**src/design/bftm_pkg.sv**
```systemverilog
// Shared types, constants and helpers for the byte frame tone modulator.
// No dependencies; imported by byte_frame_tone_modulator.
package bftm_pkg;

  // Half-symbol length limits and widths
  localparam int unsigned MAX_HALF_LEN = 4096;
  localparam int unsigned SPB_W    = 13;  // half length / wave length width
  localparam int unsigned POS_W    = 12;  // sample and phase position width
  localparam int unsigned CYC_W    = 8;   // cycle count width
  localparam int unsigned AMP_W    = 15;
  localparam int unsigned SMP_W    = 16;
  localparam int unsigned QUEUE_W  = 22;  // pending symbol codes
  localparam int unsigned LEFT_W   = 4;
  localparam int unsigned DIV_STEPS = SPB_W;  // one quotient bit per step
  localparam int unsigned DCNT_W   = $clog2(DIV_STEPS);

  // Input word commands
  localparam logic CMD_LOAD = 1'b0;
  localparam logic CMD_TICK = 1'b1;

  // Symbol codes
  localparam logic [1:0] SYM_BIT0  = 2'd0;
  localparam logic [1:0] SYM_BIT1  = 2'd1;
  localparam logic [1:0] SYM_START = 2'd2;
  localparam logic [1:0] SYM_END   = 2'd3;

  // Data symbols per byte: eight data bits and parity
  localparam logic [LEFT_W-1:0] BYTE_SYMBOLS = 4'd9;

  // Register indexes
  localparam logic [2:0] REG_SPB    = 3'd0;
  localparam logic [2:0] REG_LOW    = 3'd1;
  localparam logic [2:0] REG_MEDIUM = 3'd2;
  localparam logic [2:0] REG_HIGH   = 3'd3;
  localparam logic [2:0] REG_AMP    = 3'd4;

  // Register reset values
  localparam logic [SPB_W-1:0] SPB_RST    = 13'd256;
  localparam logic [CYC_W-1:0] LOW_RST    = 8'd1;
  localparam logic [CYC_W-1:0] MEDIUM_RST = 8'd2;
  localparam logic [CYC_W-1:0] HIGH_RST   = 8'd4;
  localparam logic [AMP_W-1:0] AMP_RST    = 15'd16384;

  // Sequencer states
  typedef enum logic [2:0] {
    ST_IDLE = 3'b001,
    ST_DIV  = 3'b010,
    ST_EXEC = 3'b100
  } state_e;

  // Input word
  typedef struct packed {
    logic       cmd;
    logic [7:0] data_byte;
    logic       first_of_frame;
    logic       last_of_frame;
  } in_word_t;

  // Result word
  typedef struct packed {
    logic signed [SMP_W-1:0] sample;
    logic                    accepted;
    logic                    busy_res;
    logic                    frame_end;
  } out_word_t;

  // Cycle count of one half of a symbol
  function automatic logic [CYC_W-1:0] cycles_for(
    input logic [1:0]       sym,
    input logic             half,
    input logic [CYC_W-1:0] low_c,
    input logic [CYC_W-1:0] med_c,
    input logic [CYC_W-1:0] high_c
  );
    logic [CYC_W-1:0] c;
    case (sym)
      SYM_START: c = half ? high_c : low_c;
      SYM_END:   c = half ? low_c  : high_c;
      SYM_BIT0:  c = half ? low_c  : med_c;
      default:   c = half ? med_c  : low_c;
    endcase
    return c;
  endfunction

endpackage

```
**src/design/byte_frame_tone_modulator.sv**
```systemverilog
// Byte frame tone modulator: symbol queue, square-wave sample generator, config regs.
// Depends on bftm_pkg (types, constants, cycles_for).
// A tick word that opens a half-symbol runs 13 steps of the restoring divider (ST_DIV)
// that sizes the wave, then steps in ST_EXEC once the result slot is free; the next word is
// taken after the return to ST_IDLE. Every other word steps at its accept edge: result valid
// the next cycle, one word per cycle. Input stalls while busy or while a result word is held.
// Reset (async, active low) loads register defaults, empties the symbol queue, idles.
module byte_frame_tone_modulator
  import bftm_pkg::*;
(
  input  logic            clk_i,
  input  logic            rst_ni,
  input  logic            in_valid_i,
  output logic            in_stall_o,
  input  in_word_t        in_data_i,
  output logic            out_valid_o,
  input  logic            out_stall_i,
  output out_word_t       out_data_o,
  input  logic            psel,
  input  logic            penable,
  input  logic            pwrite,
  input  logic [4:0]      paddr,
  input  logic [31:0]     pwdata,
  output logic [31:0]     prdata,
  output logic            pready
);

  // Configuration registers
  logic [SPB_W-1:0] spb_q;
  logic [CYC_W-1:0] low_q, med_q, high_q;
  logic [AMP_W-1:0] amp_q;
  logic [2:0]       reg_idx;
  logic             cfg_we;

  // Sequencer and modulator state
  state_e              state_q, state_d;
  logic [QUEUE_W-1:0]  pend_q, pend_d;
  logic [LEFT_W-1:0]   left_q, left_d;
  logic                second_q, second_d;
  logic [POS_W-1:0]    spos_q, spos_d;
  logic [SPB_W-1:0]    wave_q, wave_d;
  logic [POS_W-1:0]    phase_q, phase_d;
  logic [CYC_W-1:0]    cyc_q, cyc_d;
  logic [CYC_W-1:0]    hcyc_q, hcyc_d;

  // Divider registers
  logic [CYC_W-1:0]    rem_q, rem_d;
  logic [SPB_W-1:0]    quo_q, quo_d;
  logic [DCNT_W-1:0]   dcnt_q, dcnt_d;

  // Output register
  logic                out_valid_q;
  out_word_t           out_q;

  // Combinational helpers
  logic [SPB_W-1:0]    slen;
  logic                slot_free;
  logic                in_fire;
  logic                need_div;
  logic                do_step;
  logic                step_cmd;
  logic [CYC_W:0]      trial;
  logic                trial_ge;
  logic [CYC_W:0]      trial_sub;
  logic [SPB_W-1:0]    quo_next;
  logic [POS_W-1:0]    half_wave;
  logic [SPB_W-1:0]    phase_inc;
  logic [SPB_W-1:0]    spos_inc;
  logic [15:0]         pos_amp;
  logic [1:0]          cur_sym;
  logic [19:0]         body;
  logic [1:0]          end_code;
  out_word_t           res;

  // Clamp the half-symbol length
  always_comb begin
    if (spb_q < SPB_W'(2)) begin
      slen = SPB_W'(2);
    end else if (spb_q > SPB_W'(MAX_HALF_LEN)) begin
      slen = SPB_W'(MAX_HALF_LEN);
    end else begin
      slen = spb_q;
    end
  end

  // Configuration port
  assign pready  = 1'b1;
  assign reg_idx = paddr[4:2];
  assign cfg_we  = psel && penable && pwrite && pready;

  always_comb begin
    case (reg_idx)
      REG_SPB:    prdata = 32'(spb_q);
      REG_LOW:    prdata = 32'(low_q);
      REG_MEDIUM: prdata = 32'(med_q);
      REG_HIGH:   prdata = 32'(high_q);
      REG_AMP:    prdata = 32'(amp_q);
      default:    prdata = 32'd0;
    endcase
  end

  always_ff @(posedge clk_i or negedge rst_ni) begin
    if (!rst_ni) begin
      spb_q  <= SPB_RST;
      low_q  <= LOW_RST;
      med_q  <= MEDIUM_RST;
      high_q <= HIGH_RST;
      amp_q  <= AMP_RST;
    end else if (cfg_we) begin
      case (reg_idx)
        REG_SPB:    spb_q  <= pwdata[SPB_W-1:0];
        REG_LOW:    low_q  <= pwdata[CYC_W-1:0];
        REG_MEDIUM: med_q  <= pwdata[CYC_W-1:0];
        REG_HIGH:   high_q <= pwdata[CYC_W-1:0];
        REG_AMP:    amp_q  <= pwdata[AMP_W-1:0];
        default:    ;
      endcase
    end
  end

  // Handshake
  assign slot_free  = !out_valid_q || !out_stall_i;
  assign in_stall_o = (state_q != ST_IDLE) || !slot_free;
  assign in_fire    = in_valid_i && !in_stall_o;
  assign need_div   = (in_data_i.cmd == CMD_TICK) && (left_q != '0) && (spos_q == '0);
  assign cur_sym    = pend_q[1:0];

  // Divider step: shift in one dividend bit, subtract when it fits
  assign trial     = {rem_q, quo_q[SPB_W-1]};
  assign trial_ge  = trial >= {1'b0, hcyc_q};
  assign trial_sub = trial - {1'b0, hcyc_q};
  assign quo_next  = {quo_q[SPB_W-2:0], trial_ge};

  // Symbol queue contents for a load: data bits, parity, then the end marker slot
  always_comb begin
    end_code = in_data_i.last_of_frame ? SYM_END : SYM_BIT0;
    for (int i = 0; i < 8; i++) begin
      body[2*i +: 2] = {1'b0, in_data_i.data_byte[i]};
    end
    body[17:16] = {1'b0, ^in_data_i.data_byte};
    body[19:18] = end_code;
  end

  assign half_wave = wave_q[SPB_W-1:1];
  assign phase_inc = SPB_W'(phase_q) + SPB_W'(1);
  assign spos_inc  = SPB_W'(spos_q) + SPB_W'(1);
  assign pos_amp   = {1'b0, amp_q};

  // Sequencer and sample step
  always_comb begin
    state_d  = state_q;
    pend_d   = pend_q;
    left_d   = left_q;
    second_d = second_q;
    spos_d   = spos_q;
    wave_d   = wave_q;
    phase_d  = phase_q;
    cyc_d    = cyc_q;
    hcyc_d   = hcyc_q;
    rem_d    = rem_q;
    quo_d    = quo_q;
    dcnt_d   = dcnt_q;
    do_step  = 1'b0;
    res      = '0;

    case (state_q)
      ST_IDLE: begin
        if (in_fire) begin
          if (need_div) begin
            // open a half: latch its cycle count and size the wave
            hcyc_d  = cycles_for(cur_sym, second_q, low_q, med_q, high_q);
            phase_d = '0;
            cyc_d   = '0;
            rem_d   = '0;
            quo_d   = slen;
            dcnt_d  = '0;
            state_d = ST_DIV;
          end else begin
            do_step = 1'b1;
          end
        end
      end
      ST_DIV: begin
        rem_d  = trial_ge ? trial_sub[CYC_W-1:0] : trial[CYC_W-1:0];
        quo_d  = quo_next;
        dcnt_d = dcnt_q + DCNT_W'(1);
        if (dcnt_q == DCNT_W'(DIV_STEPS - 1)) begin
          if (hcyc_q == '0 || SPB_W'(hcyc_q) > slen) begin
            wave_d = '0;
          end else begin
            wave_d = quo_next;
          end
          state_d = ST_EXEC;
        end
      end
      ST_EXEC: begin
        if (slot_free) begin
          do_step = 1'b1;
          state_d = ST_IDLE;
        end
      end
      default: state_d = ST_IDLE;
    endcase

    step_cmd = (state_q == ST_EXEC) || (in_data_i.cmd == CMD_TICK);

    if (do_step) begin
      if (!step_cmd) begin
        // load: queue the byte's symbols while idle
        if (left_q == '0) begin
          if (in_data_i.first_of_frame) begin
            pend_d = {body, SYM_START};
          end else begin
            pend_d = {2'b00, body};
          end
          left_d = BYTE_SYMBOLS + LEFT_W'(in_data_i.first_of_frame)
                 + LEFT_W'(in_data_i.last_of_frame);
          second_d = 1'b0;
          spos_d   = '0;
          phase_d  = '0;
          cyc_d    = '0;
          res.accepted = 1'b1;
        end
      end else if (left_q != '0) begin
        // tick: emit one sample of the current wave
        if (wave_q != '0 && cyc_q < hcyc_q) begin
          if (phase_q < half_wave) begin
            res.sample = pos_amp;
          end else if (SPB_W'(phase_q) < {half_wave, 1'b0}) begin
            res.sample = 16'd0 - pos_amp;
          end
          if (phase_inc >= wave_q) begin
            phase_d = '0;
            cyc_d   = cyc_q + CYC_W'(1);
          end else begin
            phase_d = phase_inc[POS_W-1:0];
          end
        end
        // advance through the half and the symbol
        if (spos_inc >= slen) begin
          spos_d = '0;
          if (second_q) begin
            res.frame_end = (cur_sym == SYM_END);
            second_d = 1'b0;
            pend_d   = {2'b00, pend_q[QUEUE_W-1:2]};
            left_d   = left_q - LEFT_W'(1);
          end else begin
            second_d = 1'b1;
          end
        end else begin
          spos_d = spos_inc[POS_W-1:0];
        end
      end
      res.busy_res = (left_d != '0);
    end
  end

  // Control state
  always_ff @(posedge clk_i or negedge rst_ni) begin
    if (!rst_ni) begin
      state_q     <= ST_IDLE;
      pend_q      <= '0;
      left_q      <= '0;
      second_q    <= 1'b0;
      spos_q      <= '0;
      wave_q      <= '0;
      phase_q     <= '0;
      cyc_q       <= '0;
      hcyc_q      <= '0;
      dcnt_q      <= '0;
      out_valid_q <= 1'b0;
    end else begin
      state_q  <= state_d;
      pend_q   <= pend_d;
      left_q   <= left_d;
      second_q <= second_d;
      spos_q   <= spos_d;
      wave_q   <= wave_d;
      phase_q  <= phase_d;
      cyc_q    <= cyc_d;
      hcyc_q   <= hcyc_d;
      dcnt_q   <= dcnt_d;
      // hold the result word until taken
      if (do_step) begin
        out_valid_q <= 1'b1;
      end else if (!out_stall_i) begin
        out_valid_q <= 1'b0;
      end
    end
  end

  // Payload registers
  always_ff @(posedge clk_i) begin
    rem_q <= rem_d;
    quo_q <= quo_d;
    if (do_step) begin
      out_q <= res;
    end
  end

  assign out_valid_o = out_valid_q;
  assign out_data_o  = out_q;

endmodule

```
**config.mk**
```make
export PLATFORM = sky130hd
export DESIGN_NAME = byte_frame_tone_modulator
export DESIGN_NICKNAME = d
export VERILOG_FILES = /design/src/design/bftm_pkg.sv /design/src/design/byte_frame_tone_modulator.sv
export SDC_FILE = /design/constraint.sdc
export NUM_CORES = 1
export LEC_CHECK = 0
export ABC_CLOCK_PERIOD_IN_PS = 4500
export BUFFER_PORTS_ARGS = -buffer_cell sky130_fd_sc_hd__buf_4
export CAP_MARGIN = 20
export CELL_PAD_IN_SITES_DETAIL_PLACEMENT = 0
export CELL_PAD_IN_SITES_GLOBAL_PLACEMENT = 2
export CORE_UTILIZATION = 30
export DETAILED_ROUTE_END_ITERATION = 8
export PLACE_DENSITY = 0.76
export SKIP_LAST_GASP = 1
export SLEW_MARGIN = 0
export SYNTH_ARGS = -nofsm -noshare
export SYNTH_HDL_FRONTEND = slang
export SYNTH_SLANG_ARGS = --single-unit
```
**constraint.sdc**
```tcl
create_clock -name clk_i -period 4.5 [get_ports clk_i]
set_clock_uncertainty 0.1 [all_clocks]
set_input_delay 1.35 -clock clk_i [delete_from_list [all_inputs] [get_ports clk_i]]
set_output_delay 1.35 -clock clk_i [all_outputs]
set_load 0.02 [all_outputs]
```
==> flow_summary.json <==
{
  "slowest_stage": "nor2b_1",
  "r2r_start": "spos_q[0]",
  "viasPerCell": 5.08,
  "max_stage_delay_ns": 0.41,
  "powerDensity_nw_per_um2": 461,
  "syn_area_um2": 11200,
  "tightest_slew_ns": 0.912,
  "cts-root-buf": "clkbuf_16",
  "slew_viol_final": 0,
  "grt_usage_pct": 16.0,
  "cts_buffers": 17,
  "num_vias": 8774,
  "portBuffers": 71,
  "met1_usage_pct": 23.6,
  "ir_drop_v": 0.000275,
  "hold_buffers": 0,
  "cts_tree": "yes",
  "finalSetupViolCount": 0,
  "dieArea_um2": 38100,
  "clk_pin_slew_ns": 0.07,
  "chipWidth_um": 195,
  "globalRouteMet3Util_pct": 2.09,
  "drive_gt1_share_pct": 16.3,
  "drv_cap": 0,
  "hold_depth": 2,
  "fin_crit_sh_pct": 90.4,
  "detail-route-antenna-nets": 0,
  "crit_path_start": "paddr[4]",
  "rows": 70,
  "nNetsFinal": 1387,
  "cts_sinks": 179,
  "crit_path_start_kind": "primary input",
  "diodes": 0,
  "synthArstFlopShare_pct": 77.7,
  "ys_warn_count": 0,
  "cellLeakagePower_uw": 0.00576,
  "critPathRequiredTime_ns": 3.05,
  "min_from": "pend_q[11]",
  "grt_pass1_wl_mm": 47.8,
  "syn_inst": 1179,
  "synth_edf_count": 40,
  "core_um2": 36600,
  "grt_setup_unrepaired": "false",
  "busiest_layer": "met2",
  "hold_path.class": "reg2reg",
  "critPathMaxFanout": 20,
  "hold_end": "pend_q[11]",
  "start_util_pct": 30.6,
  "synth_seq_area_share_pct": 41.9,
  "grt_antenna_before_repair": 0,
  "avgSynthCellArea_um2": 9.49,
  "hold_violations": 0,
  "synth.top_cell.area_share_pct": 29.8,
  "synthFlopType": "dfrtp_1",
  "first_pass_iters": 5,
  "wl_per_cell_um": 17.2,
  "tns_ns": 0,
  "die-height_um": 195,
  "grt_pass1_vias": 8390,
  "synth_area_leaders": "dfrtp_1 (30%), edfxtp_1 (11%), ha_1 (9.4%), nand2_1 (5.6%), mux2_2 (5.0%)",
  "gp_congestion": 0.826,
  "drc": 0,
  "clock_path_buffers": 2,
  "grt_max_degree": 90,
  "fin_crit_ns": 4.07,
  "worstSetupPathType": "in2out",
  "r2r-end": "out_data_o[1]",
  "grt.overflow.total": 0,
  "io_pins": 109,
  "ys_ff_latch": 179,
  "worstPathArrival_ns": 2.62,
  "slew_headroom_pct": 39.2,
  "clk_latency_ns": 0.44,
  "worstPathCellList": "buf_4 -> nor2b_1 -> a21oi_1 -> o22ai_1 -> buf_4",
  "crit_path_end_kind": "primary output",
  "hpwl_mm": 22.0,
  "wl_mm": 29.8,
  "cts-htree-levels": 4,
  "syn_to_final_growth_pct": 14.5,
  "use_met2_pct": 24.4,
  "cts_setup_buffers": 0,
  "path_common_cell": "buf_4",
  "r2r_cells": 15,
  "synth_cell_types": 71,
  "yosysTopAreaCell": "dfrtp_1",
  "first_iter_violations": 464,
  "final_cell_area_um2": 12800,
  "synth_common_cells": "nand2_1 (166), dfrtp_1 (133), ha_1 (84)",
  "fmax_mhz": 246,
  "regToRegSetupSlack_ns": 0.49,
  "outcome": "completed",
  "placed_area_um2": 12300,
  "cts.repair.resized": 0,
  "yosysMostFrequentCell": "nand2_1"
}
[layout make-up]
cell class / instances / area (µm²)
Clock buffer: 22 / 465
Clock inverter: 10 / 73.8
Fill cell: 3794 / 23800
Inverter: 48 / 180
Multi-Input combinational cell: 901 / 6050
Sequential cell: 179 / 4690
Tap cell: 468 / 586
Timing Repair Buffer: 100 / 767
[cells by family (layout without fill, tap and decap cells)]
| logic type | count (synthesis) | count (layout) | share of synthesized area, % |
|---|---|---|---|
| AOI/OAI and AO/OA | 274 | 274 | 15.9 |
| xor gates and xnor gates | 27 | 27 | 2.11 |
| adders and majority gates | 85 | 85 | 9.57 |
| buffers and inverters | 115 | 180 | 4.57 |
| DFF | 179 | 179 | 41.9 |
| muxes | 89 | 89 | 8.63 |
| other | 2 | 18 | 0.0671 |
| and+or+nand+nor | 408 | 408 | 17.3 |
[metal layers]
metal  vias up  wire length, µm
li1       4353                -
met1      4269            15300
met2       128            13300
met3        24              749
met4         0              420
met5         -                0
[power breakdown]
part,internal (µW),leakage (µW),switching [µW],total (µW)
logic,844,0.00328,1270,2120
clock network,746,0.000265,674,1420
registers,2030,0.00221,339,2370
total,3620,0.00576,2290,5910
[how the worst max path moves through the flow]
stage	to	slack [ns]	depth (start not counted)
after CTS	prdata[7]	0.47	5
after global placement	prdata[7]	0.47	5
after global routing	out_data_o[1]	0.20	15
final	prdata[7]	0.43	5
after floorplan	prdata[1]	0.24	6
after detailed placement	prdata[7]	0.48	5
[stage by stage]
stage,hold WS [ns],util [%],cells,setup slack [ns],power (µW)
2_1_floorplan,0.345,-,1195,0.241,3770
3_5_place_dp,0.375,33.5,1695,0.480,4520
6_report,0.387,35.0,1728,0.433,5910
4_1_cts,0.393,35.0,1727,0.470,5970
5_1_grt,0.405,35.0,1728,0.196,6320
3_3_place_gp,0.363,33.5,1695,0.473,4490
[sequential cells by signal (all words and copies together), names as in the netlist]
name,flops
amp_q,15
cyc_q,8
dcnt_q,4
hcyc_q,8
high_q,8
left_q,4
low_q,8
med_q,8
out_data_o,19
out_valid_o,1
pend_q,21
phase_q,12
quo_q,13
rem_q,8
second_q,1
spb_q,13
spos_q,12
state_q,3
wave_q,13
[critical path, delay by kind of cell]
family,cells,cell delay (ns)
AOI/OAI and AO/OA,2,0.40
buffers and inverters,2,0.44
and+or+nand+nor,1,0.41
[placed cells by master (no fill, tap or decap), types with 13 or more instances in the layout]
| master | n |
|---|---|
| o21ai_1 | 18 |
| ha_1 | 84 |
| o211ai_1 | 13 |
| dfrtp_1 | 133 |
| mux2i_1 | 38 |
| nand3_1 | 29 |
| a211oi_1 | 14 |
| nor2b_1 | 16 |
| inv_1 | 47 |
| nand2_1 | 166 |
| buf_4 | 98 |
| a21o_1 | 19 |
| mux2_2 | 50 |
| conb_1 | 18 |
| a22o_1 | 16 |
| o21ai_0 | 82 |
| a21oi_1 | 48 |
| clkbuf_16 | 18 |
| xnor2_1 | 16 |
| nand4_1 | 17 |
| nand2b_1 | 17 |
| edfxtp_1 | 40 |
| nor2_1 | 78 |
| nor3_1 | 17 |
(Power assumes the default switching activity.)
